--- src/rtl/tabu_list_fifo_match_defines.svh ---
// assertion macros for the tabu list block
`ifndef TABU_LIST_FIFO_MATCH_DEFINES_SVH
`define TABU_LIST_FIFO_MATCH_DEFINES_SVH

`ifndef SYNTHESIS

`define TLFM_ASSERT_IMPL(label, clk, rst, ante, cons) \
  label: assert property (@(posedge clk) disable iff (rst) (ante) |-> (cons)) \
    else $error("tabu list check failed");

`define TLFM_ASSERT_NEXT(label, clk, rst, ante, cons) \
  label: assert property (@(posedge clk) disable iff (rst) (ante) |=> (cons)) \
    else $error("tabu list check failed");

`else

`define TLFM_ASSERT_IMPL(label, clk, rst, ante, cons)

`define TLFM_ASSERT_NEXT(label, clk, rst, ante, cons)

`endif

`endif

--- src/rtl/tlfm_pkg.sv ---
// shared types and constants for the tabu list block
`timescale 1ns / 1ps

package tlfm_pkg;

  localparam int DEF_DEPTH       = 64;
  localparam int DEF_VERTEX_BITS = 10;

  localparam int REQ_W   = 2;
  localparam int MAX_W   = 7;
  localparam int COUNT_W = 7;

  localparam logic [MAX_W-1:0] MAX_RESET = 7'd64;

  localparam logic [REQ_W-1:0] REQ_INSERT = 2'd0;
  localparam logic [REQ_W-1:0] REQ_QUERY  = 2'd1;
  localparam logic [REQ_W-1:0] REQ_CLEAR  = 2'd2;

  typedef struct packed {
    logic load;
    logic insert;
    logic clear;
    logic scan_start;
    logic scan_step;
    logic publish;
  } tlfm_cmd_t;

  typedef struct packed {
    logic [REQ_W-1:0] req_type;
    logic             scan_done;
  } tlfm_status_t;

endpackage

--- src/rtl/tlfm_ctrl.sv ---
// controller state machine for the tabu list block
`timescale 1ns / 1ps

module tlfm_ctrl (
  input  logic                  clk,
  input  logic                  rst,
  input  logic                  req_valid,
  output logic                  req_stall,
  output logic                  rsp_valid,
  input  logic                  rsp_stall,
  input  tlfm_pkg::tlfm_status_t status,
  output tlfm_pkg::tlfm_cmd_t   cmd
);
  import tlfm_pkg::*;

  localparam logic [1:0] ST_IDLE  = 2'd0;
  localparam logic [1:0] ST_EXEC  = 2'd1;
  localparam logic [1:0] ST_SCAN  = 2'd2;
  localparam logic [1:0] ST_REPLY = 2'd3;

  logic [1:0] state;
  logic [1:0] state_next;
  logic       rsp_free;

  assign rsp_free  = !rsp_valid || !rsp_stall;
  assign req_stall = (state != ST_IDLE);

  always_comb begin
    state_next = state;
    cmd        = '0;
    case (state)
      ST_IDLE: begin
        if (req_valid) begin
          cmd.load   = 1'b1;
          state_next = ST_EXEC;
        end
      end
      ST_EXEC: begin
        state_next = ST_REPLY;
        case (status.req_type)
          REQ_INSERT: cmd.insert = 1'b1;
          REQ_CLEAR:  cmd.clear  = 1'b1;
          REQ_QUERY: begin
            cmd.scan_start = 1'b1;
            state_next     = ST_SCAN;
          end
          default: ;
        endcase
      end
      ST_SCAN: begin
        cmd.scan_step = 1'b1;
        if (status.scan_done) begin
          state_next = ST_REPLY;
        end
      end
      ST_REPLY: begin
        if (rsp_free) begin
          cmd.publish = 1'b1;
          state_next  = ST_IDLE;
        end
      end
      default: state_next = ST_IDLE;
    endcase
  end

  always_ff @(posedge clk) begin
    if (rst) begin
      state     <= ST_IDLE;
      rsp_valid <= 1'b0;
    end else begin
      state <= state_next;
      if (cmd.publish) begin
        rsp_valid <= 1'b1;
      end else if (!rsp_stall) begin
        rsp_valid <= 1'b0;
      end
    end
  end

endmodule

--- src/rtl/tlfm_datapath.sv ---
// pair ring, pointers, scan logic and result register for the tabu list block
`timescale 1ns / 1ps

module tlfm_datapath #(
  parameter int DEPTH       = tlfm_pkg::DEF_DEPTH,
  parameter int VERTEX_BITS = tlfm_pkg::DEF_VERTEX_BITS
) (
  input  logic                         clk,
  input  logic                         rst,
  input  logic                         cfg_wr_en,
  input  logic [tlfm_pkg::MAX_W-1:0]   cfg_wr_data,
  input  logic [tlfm_pkg::REQ_W-1:0]   req_type,
  input  logic [VERTEX_BITS-1:0]       vertex_a,
  input  logic [VERTEX_BITS-1:0]       vertex_b,
  input  tlfm_pkg::tlfm_cmd_t          cmd,
  output tlfm_pkg::tlfm_status_t       status,
  output logic                         hit,
  output logic [tlfm_pkg::COUNT_W-1:0] count
);
  import tlfm_pkg::*;

  localparam int IDX_W  = (DEPTH > 1) ? $clog2(DEPTH) : 1;
  localparam int CNT_W  = $clog2(DEPTH + 1);
  localparam int WIDE_W = (CNT_W > MAX_W) ? CNT_W : MAX_W;
  localparam int PAIR_W = 2 * VERTEX_BITS;

  logic [PAIR_W-1:0]      mem [DEPTH];
  logic [MAX_W-1:0]       max_entries;
  logic [REQ_W-1:0]       req_q;
  logic [VERTEX_BITS-1:0] key_a;
  logic [VERTEX_BITS-1:0] key_b;
  logic [IDX_W-1:0]       oldest;
  logic [IDX_W-1:0]       tail;
  logic [CNT_W-1:0]       cnt;
  logic [IDX_W-1:0]       rd_ptr;
  logic [CNT_W-1:0]       left;
  logic                   rd_pend;
  logic [PAIR_W-1:0]      rd_data;
  logic                   hit_acc;

  logic [WIDE_W-1:0]      max_wide;
  logic [CNT_W-1:0]       eff_max;
  logic                   evict;
  logic                   restart;
  logic [IDX_W-1:0]       wr_addr;
  logic                   rd_issue;

  function automatic logic [IDX_W-1:0] ring_inc(input logic [IDX_W-1:0] p);
    logic [IDX_W-1:0] r;
    if (p == IDX_W'(DEPTH - 1)) begin
      r = '0;
    end else begin
      r = p + 1'b1;
    end
    return r;
  endfunction

  // clamp the configured maximum to 1..DEPTH
  always_comb begin
    max_wide = WIDE_W'(max_entries);
    if (max_wide == '0) begin
      eff_max = CNT_W'(1);
    end else if (max_wide > WIDE_W'(DEPTH)) begin
      eff_max = CNT_W'(DEPTH);
    end else begin
      eff_max = CNT_W'(max_wide);
    end
  end

  assign evict    = (cnt >= eff_max);
  assign restart  = evict && (cnt == CNT_W'(1));
  assign wr_addr  = restart ? '0 : tail;
  assign rd_issue = cmd.scan_step && (left != '0);

  assign status.req_type  = req_q;
  assign status.scan_done = (left == '0) && !rd_pend;

  always_ff @(posedge clk) begin
    if (cmd.insert) begin
      mem[wr_addr] <= {key_a, key_b};
    end
    if (rd_issue) begin
      rd_data <= mem[rd_ptr];
    end
  end

  always_ff @(posedge clk) begin
    if (rst) begin
      max_entries <= MAX_RESET;
      oldest      <= '0;
      tail        <= '0;
      cnt         <= '0;
      left        <= '0;
      rd_pend     <= 1'b0;
    end else begin
      if (cfg_wr_en) begin
        max_entries <= cfg_wr_data;
      end
      if (cmd.clear) begin
        oldest <= '0;
        tail   <= '0;
        cnt    <= '0;
      end else if (cmd.insert) begin
        tail <= ring_inc(wr_addr);
        if (evict) begin
          oldest <= restart ? '0 : ring_inc(oldest);
        end else begin
          cnt <= cnt + 1'b1;
        end
      end
      if (cmd.scan_start) begin
        left    <= cnt;
        rd_pend <= 1'b0;
      end else if (cmd.scan_step) begin
        if (rd_issue) begin
          left <= left - 1'b1;
        end
        rd_pend <= rd_issue;
      end
    end
  end

  always_ff @(posedge clk) begin
    if (cmd.load) begin
      req_q <= req_type;
      key_a <= vertex_a;
      key_b <= vertex_b;
    end
    if (cmd.scan_start) begin
      rd_ptr  <= oldest;
      hit_acc <= 1'b0;
    end else if (cmd.scan_step) begin
      if (rd_issue) begin
        rd_ptr <= ring_inc(rd_ptr);
      end
      if (rd_pend && (rd_data == {key_a, key_b})) begin
        hit_acc <= 1'b1;
      end
    end
    if (cmd.publish) begin
      hit   <= (req_q == REQ_QUERY) && hit_acc;
      count <= COUNT_W'(cnt);
    end
  end

endmodule

--- src/rtl/tabu_list_fifo_match.sv ---
// Top level of the tabu list: a bounded oldest-first list of ordered vertex
// pairs in a ring of DEPTH entries. One word in gives one word out with the
// hit flag and the count held afterwards. The block takes one word at a time.
// Every word passes an execute state and a reply state; a query adds a scan
// state that walks the live entries through the single read port of the pair
// memory, one entry a cycle. The next word is taken once the result has moved
// into the output register. The pair memory needs no clearing after reset.
`timescale 1ns / 1ps
`include "tabu_list_fifo_match_defines.svh"

module tabu_list_fifo_match #(
  parameter int DEPTH       = tlfm_pkg::DEF_DEPTH,
  parameter int VERTEX_BITS = tlfm_pkg::DEF_VERTEX_BITS
) (
  input  logic                         clk,
  input  logic                         rst,
  input  logic                         cfg_wr_en,
  input  logic [tlfm_pkg::MAX_W-1:0]   cfg_wr_data,
  input  logic                         req_valid,
  output logic                         req_stall,
  input  logic [tlfm_pkg::REQ_W-1:0]   req_type,
  input  logic [VERTEX_BITS-1:0]       vertex_a,
  input  logic [VERTEX_BITS-1:0]       vertex_b,
  output logic                         rsp_valid,
  input  logic                         rsp_stall,
  output logic                         hit,
  output logic [tlfm_pkg::COUNT_W-1:0] count
);
  import tlfm_pkg::*;

  tlfm_cmd_t    cmd;
  tlfm_status_t status;

  tlfm_ctrl u_ctrl (
    .clk       (clk),
    .rst       (rst),
    .req_valid (req_valid),
    .req_stall (req_stall),
    .rsp_valid (rsp_valid),
    .rsp_stall (rsp_stall),
    .status    (status),
    .cmd       (cmd)
  );

  tlfm_datapath #(
    .DEPTH       (DEPTH),
    .VERTEX_BITS (VERTEX_BITS)
  ) u_datapath (
    .clk         (clk),
    .rst         (rst),
    .cfg_wr_en   (cfg_wr_en),
    .cfg_wr_data (cfg_wr_data),
    .req_type    (req_type),
    .vertex_a    (vertex_a),
    .vertex_b    (vertex_b),
    .cmd         (cmd),
    .status      (status),
    .hit         (hit),
    .count       (count)
  );

  `TLFM_ASSERT_NEXT(a_one_word_at_a_time, clk, rst, req_valid && !req_stall, req_stall)
  `TLFM_ASSERT_NEXT(a_publish_shows_word, clk, rst, cmd.publish, rsp_valid)
  `TLFM_ASSERT_IMPL(a_hit_needs_entries, clk, rst, rsp_valid && hit, count != '0)

endmodule

--- config.mk ---
export PLATFORM = sky130hd
export DESIGN_NAME = tabu_list_fifo_match
export DESIGN_NICKNAME = d
export VERILOG_FILES = /design/src/rtl/tlfm_pkg.sv /design/src/rtl/tlfm_ctrl.sv /design/src/rtl/tlfm_datapath.sv /design/src/rtl/tabu_list_fifo_match.sv
export VERILOG_INCLUDE_DIRS = /design/src /design/src/rtl
export SDC_FILE = /design/constraint.sdc
export NUM_CORES = 1
export LEC_CHECK = 0
export BUFFER_PORTS_ARGS = -buffer_cell sky130_fd_sc_hd__buf_2
export CAP_MARGIN = 30
export CORE_UTILIZATION = 63
export CTS_CLUSTER_DIAMETER = 120
export DETAILED_ROUTE_END_ITERATION = 7
export MAX_ROUTING_LAYER = met4
export PLACE_DENSITY_LB_ADDON = 0.3
export SKIP_LAST_GASP = 1
export SLEW_MARGIN = 25
export SYNTH_ARGS = -nofsm -noshare
export SYNTH_HDL_FRONTEND = slang
export SYNTH_SLANG_ARGS = --single-unit
--- constraint.sdc ---
create_clock -name clk -period 5.3 [get_ports clk]
set_input_delay 1.59 -clock clk [delete_from_list [all_inputs] [get_ports clk]]
set_output_delay 1.59 -clock clk [all_outputs]
set_load 0.03 [all_outputs]
**Word-level counts from Yosys, hierarchy flattened**

Memory sizes are Yosys's and may differ from the RTL's. A register that Yosys moved wholly into a read port is not among the register bits.
Cells that the tools add are included.

- Bits in registers: 74
- Bits in writable memories: 1280
- Input port bits: 34
- Memories: 1

- $add $sub $neg: 5
- $lt $le $gt $ge: 2
- Equal/unequal tests: 14
- Mux-type cells: 31
- Bitwise gates (word level): 1
- Reduce and logical (&&, ||, !) cells: 24

Memories:

| memory | depth | bits a word | rd ports | clocked after memory_dff | write ports | line | text |
|---|---|---|---|---|---|---|---|
| u_datapath.mem | 64 | 20 | 1 | 1 | 1 | tlfm_datapath.sv:27 | `logic [PAIR_W-1:0] mem [DEPTH];` |

Operators by type and width:

| operator | count |
|---|---|
| $mux 6 | 8 |
| $mux 7 | 5 |
| $eq 20x20->1 | 1 |
| $add 6x1->6 const B | 3 |
| $eq 6x6->1 const B | 3 |
| $logic_not 7->1 | 2 |
| $mux 1 | 13 |
| $pmux 2 s4 | 1 |
| $reduce_and 2->1 | 4 |
| $add 7x1->7 const B | 1 |
| $eq 7x1->1 const B | 1 |
| $ge 7x7->1 | 1 |
| $gt 7x7->1 const B | 1 |
| $reduce_bool 7->1 | 1 |
| $sub 7x1->7 const B | 1 |
| $eq 2x2->1 const B | 3 |
| $mux 2 | 3 |
| $reduce_bool 2->1 | 3 |
| $logic_and 1x1->1 | 5 |
| $eq 2x1->1 const B | 2 |
| $logic_not 2->1 | 2 |
| $ne 2x1->1 const B | 2 |
| $ne 2x2->1 const B | 2 |
| $reduce_or 2->1 | 2 |
| other kinds (5) | 7 |

**Logic depth before layout (Yosys ltp)**

- Depth in word-level cells: 8
- Mapped depth: 13
- Mapped depth without buffers: 10

**By module**

From an unflattened synthesis, not the netlist that was laid out.

- Cell total of the unflattened synthesis: 2682
- Area, all modules: 53452.5 µm²

By module, submodules not included:

| module | instances | cells each | area an instance (µm²) |
|---|---|---|---|
| tlfm_datapath | 1 | 2651 | 53184.8 |
| tlfm_ctrl | 1 | 31 | 267.8 |

**Worst setup path after synthesis**

Ideal clock, no wire load.

- Path kind: register to register
- Start: register u_datapath.max_entries[1]
- End: memory u_datapath.mem[48][0] in the netlist's numbering (enable)
- Setup time: 0.448 ns
- Arrival: 3.944 ns
- Required time: 4.852 ns
- Setup slack: 0.908 ns
- Cell stages (with the launch flop): 13
- Buffers on the path: 2
- Period minus slack after synthesis: 4.392 ns
- Cell sequence: dfxtp_1 > nor3_1 > a21oi_1 > nor2_1 > ha_1 > nand2b_1 > a21o_1 > a21oi_1 > o21a_1 > buf_2 > buf_2 > nor2_1 > nor4_1

- Longest elaborated chain between the ends: 6
- Elaborated cells on any way between the ends: 7
- Classes of those cells: 2 x order compare; 3 x mux; 2 x reduce/logical

RTL lines:

| element | line | text |
|---|---|---|
| from (decl) | tlfm_datapath.sv:28 | `logic [MAX_W-1:0] max_entries;` |
| from (signal assigned) | tlfm_datapath.sv:97 | `max_entries <= cfg_wr_data;` |
| $gt 7x7->1 | tlfm_datapath.sv:63 | `end else if (max_wide > WIDE_W'(DEPTH)) begin` |
| $mux 7 | tlfm_datapath.sv:63 |  |
| $mux 7 * | tlfm_datapath.sv:61 | `if (max_wide == '0) begin` |
| $ge 7x7->1 * | tlfm_datapath.sv:70 | `assign evict = (cnt >= eff_max);` |
| $logic_and 1x1->1 * | tlfm_datapath.sv:71 | `assign restart = evict && (cnt == CNT_W'(1));` |
| $mux 6 * | tlfm_datapath.sv:72 | `assign wr_addr = restart ? '0 : tail;` |
| to (decl) | tlfm_datapath.sv:27 |  |

Mark *: on every way between the ends. The rest lies on a longest branch, timed or not.

**Worst setup path after layout**

- Start: register u_datapath.max_entries[1]
- End: memory u_datapath.mem[56][18] in the netlist's numbering (enable)

Same word-level chain as after synthesis.

==> summary.txt <==
Status
  – Outcome: complete, no violations

Routing
  – DRT Wirelength: 132000 um
  – DR vias: between 20000 and 30000
  – Remaining DRCs: 0
  – Routed vias/inst: approximately 6.9
  – DRT iter0 DRCs: 3924
  – First-pass detailed-route iteration total: 5
  – DRT antenna net count: 0
  – Routed len/inst: 33.5 um

GRT
  – First-pass GRT wire length: 189000 um
  – GRT Total Usage: 32.3%
  – Vias in the first global route: 26900
  – GRT overflow: 0
  – Largest net degree at the start of global routing: 165
  – Antenna violations before repair: 5

STA
  – Slew headroom: 26.1%
  – Clock skew: 0.0207 ns
  – Fin. Hold Viols: 0
  – Final TNS setup: 0 ns
  – Worst slew pin tran: 1.10 ns
  – Tcrit/Tclk final: about three quarters
  – Final setup viols: 0
  – Achievable Freq: 0.252 GHz
  – Fin. max-slew vios: 0
  – RSZ-0062 raised after global routing: false
  – Final Critical Period: 3.97 ns

Synthesis
  – Synth cell count leaders: edfxtp_1 (1336), mux4_2 (320), mux2i_1 (134)
  – Asr flop ratio synth: 0%
  – #FFs+latches synth: ~1400
  – Synth Net Count: 2579
  – Top-count cell post-synth: edfxtp_1
  – Synth area leader: edfxtp_1
  – Dominant cells by area after synthesis: edfxtp_1 (75%), mux4_2 (13%), mux2i_1 (2.5%), dfxtp_1 (1.4%), nor2_1 (0.83%)
  – Synth Flop Type: edfxtp_1
  – EDFF count, synth: 1336
  – Cells after Synth: 2527
  – Synthesized cell area: 0.0536 mm2
  – Top-area cell type share of the netlist area: roughly 75%
  – Seq/Total Area, Yosys: between 70% and 80%
  – Yosys warnings: 0
  – Post-synth cell types: 58
  – Syn_area_per_cell: roughly 21 um2

Die
  – Io pins: 44
  – Initial Util: 63.9%
  – Die area: 0.0863 mm2
  – Core Area: 0.0840 mm2
  – Die W: 294 um
  – Die Y: around 300 um
  – Placement row count: 106

Worst setup path
  – Setup Crit Path Kind: flip-flop to flip-flop
  – Buf+Inv Stages, Crit Path: 2
  – WP data arrival: 4.37 ns
  – Critical Path, Cell by Cell: nor3_1 > a21oi_1 > nor2_1 > ha_1 > nand2b_1 > a21o_1 > a21oi_1 > o21a_1 > buf_4 > o2111ai_1 > nor3_2 > buf_4
  – CP Data Required Time: between 5 and 6 ns
  – Kind of cell adding the most delay to the critical path: compound AO/OA/AOI/OAI gates
  – Startpoint Class: flip-flop
  – Critical path peak fanout: 20
  – Crit-path max cell delay: ~0.53 ns
  – Crit path max-delay cell type: o21a_1
  – CP Capture Type: flip-flop

Clocking
  – Max Root-Sink Buffers: 3
  – Clock Sinks: 1374
  – Post-CTS setup buffer count: 0
  – CTS Hold Buffers Added: 0
  – Num CTS Buffers: 138
  – CTS resizes: 0
  – H-tree depth reported by CTS: 4
  – Skew-Pair Late Insertion Delay: between 0.7 and 0.8 ns
  – CTS tree: built
  – Clk root buf: clkbuf_16
  – Clock-pin slew on the worst setup and hold paths: 0.06 ns

Final layout
  – Layout Nets: 2747
  – Share of post-route cells with drive strength above 1: 26.7%
  – Finished Cell Area: 0.0600 mm2
  – Area grow syn2layout: 11.8%
  – FILL cells: 4683
  – Final core occ: 71.4%

Hold path
  – Tightest Hold Check Type: flip-flop to flip-flop

Power
  – Pint: between 0.015 and 0.02 W
  – Power share of the combinational group: 18.1%
  – Worst vdd ir: 0.330 mV
  – P_sw: 0.00717 W
  – Static Leak: 19.1 nW
  – Power density cells: 445 mW/mm2
  – Sw Share: 26.9%
  – Sequential share of power: 47.4%
  – Clock share of power: 34.5%

Placed design
  – DP HPWL: 76200 um
  – GPL Wtd Cong: slightly below 1
  – Post-place instance area: 0.0557 mm2
  – PortBufs: 43

Flow run
  – Max_cap viols: 0
## layout make-up
class	count	area, um2	area share [%]
Multi-Input combinational cell	1000	12100	20.2
Antenna cell	3	7.51	0.0125
Clock inverter	76	617	1.03
Inverter	14	52.6	0.0876
Tap cell	1134	1420	2.37
Timing Repair Buffer	167	1250	2.09
Sequential cell	1374	40900	68.2
Clock buffer	166	3610	6.02
## power groups by stage
stage | combinational, W | sequential, W | clock [W]
final | 0.00484 | 0.0126 | 0.00921
after global routing | 0.00500 | 0.0126 | 0.00968
after CTS | 0.00477 | 0.0126 | 0.00930
after detailed placement | 0.00473 | 0.0129 | 0
after global placement | 0.00461 | 0.0129 | 0
after floorplan | 0.00286 | 0.0130 | 0
## metrics by stage
stage | cells | power (W) | hold slack (ns) | setup slack (ns)
2_1_floorplan | 2527 | 0.0159 | 0.432 | 0.908
3_3_place_gp | 3682 | 0.0175 | 0.480 | 1.43
3_5_place_dp | 3686 | 0.0176 | 0.515 | 1.38
4_1_cts | 3928 | 0.0267 | 0.533 | 1.35
5_1_grt | 3934 | 0.0273 | 0.563 | 1.15
6_report | 3934 | 0.0267 | 0.526 | 1.33
## cells in the final DEF, fill, tap and decap left out, types with 33 or more instances in the layout
cell / n
mux2i_1: 134
clkbuf_16: 140
a21oi_1: 39
buf_4: 112
a22oi_1: 36
mux4_2: 320
clkinv_1: 33
nor2_2: 34
nand2_1: 49
dfxtp_1: 38
edfxtp_1: 1336
nor2_1: 85
buf_2: 43
## worst register-to-register path: cells and delay by family (launching register included)
kind,cells,cell delay [ns]
fa+ha+maj,1,0.23
compound gates,5,1.52
buf+inv,2,0.75
simple gates,4,0.82
flops,1,0.32
## flip-flops by register name, indices dropped and copies added, names as in the netlist, 2 cells and up
signal and count:
u_datapath.mem 1280, u_datapath.rd_data 20, u_datapath.key_a 10, u_datapath.key_b 10, u_datapath.cnt 7, u_datapath.count 7
u_datapath.left 7, u_datapath.max_entries 7, u_datapath.oldest 6, u_datapath.rd_ptr 6, u_datapath.tail 6, u_ctrl.state 2
u_datapath.req_q 2
## final timing paths
| kind | startpoint | slack (ns) | end | cells past startpoint |
|---|---|---|---|---|
| worst max-delay path | u_datapath.max_entries[1] | 1.33 | u_datapath.mem[56][18] | 12 |
| worst min-delay path | u_datapath.max_entries[0] | 0.53 | u_datapath.max_entries[0] | 2 |
| worst min register to register | u_datapath.max_entries[0] | 0.53 | u_datapath.max_entries[0] | 2 |
| worst max register to register | u_datapath.max_entries[1] | 1.33 | u_datapath.mem[56][18] | 12 |
## cell families (layout without fill, tap and decap cells)
group | Yosys count | count (layout) | synth area share [%]
flops | 1374 | 1374 | 76.2
mux | 456 | 456 | 16.0
simple gates | 300 | 300 | 2.62
compound gates | 195 | 195 | 2.63
buf+inv | 153 | 423 | 1.60
xor+xnor | 31 | 31 | 0.506
fa+ha+maj | 18 | 18 | 0.420
other cells | 0 | 3 | 0
## routing by layer
metal	track usage, %	routed length, um	up-vias
li1	-	-	10900
met1	43.6	48400	14000
met2	47.9	62600	1881
met3	7.00	14700	334
met4	14.6	6270	0
met5	-	0	-
(Power assumes the default switching activity.)
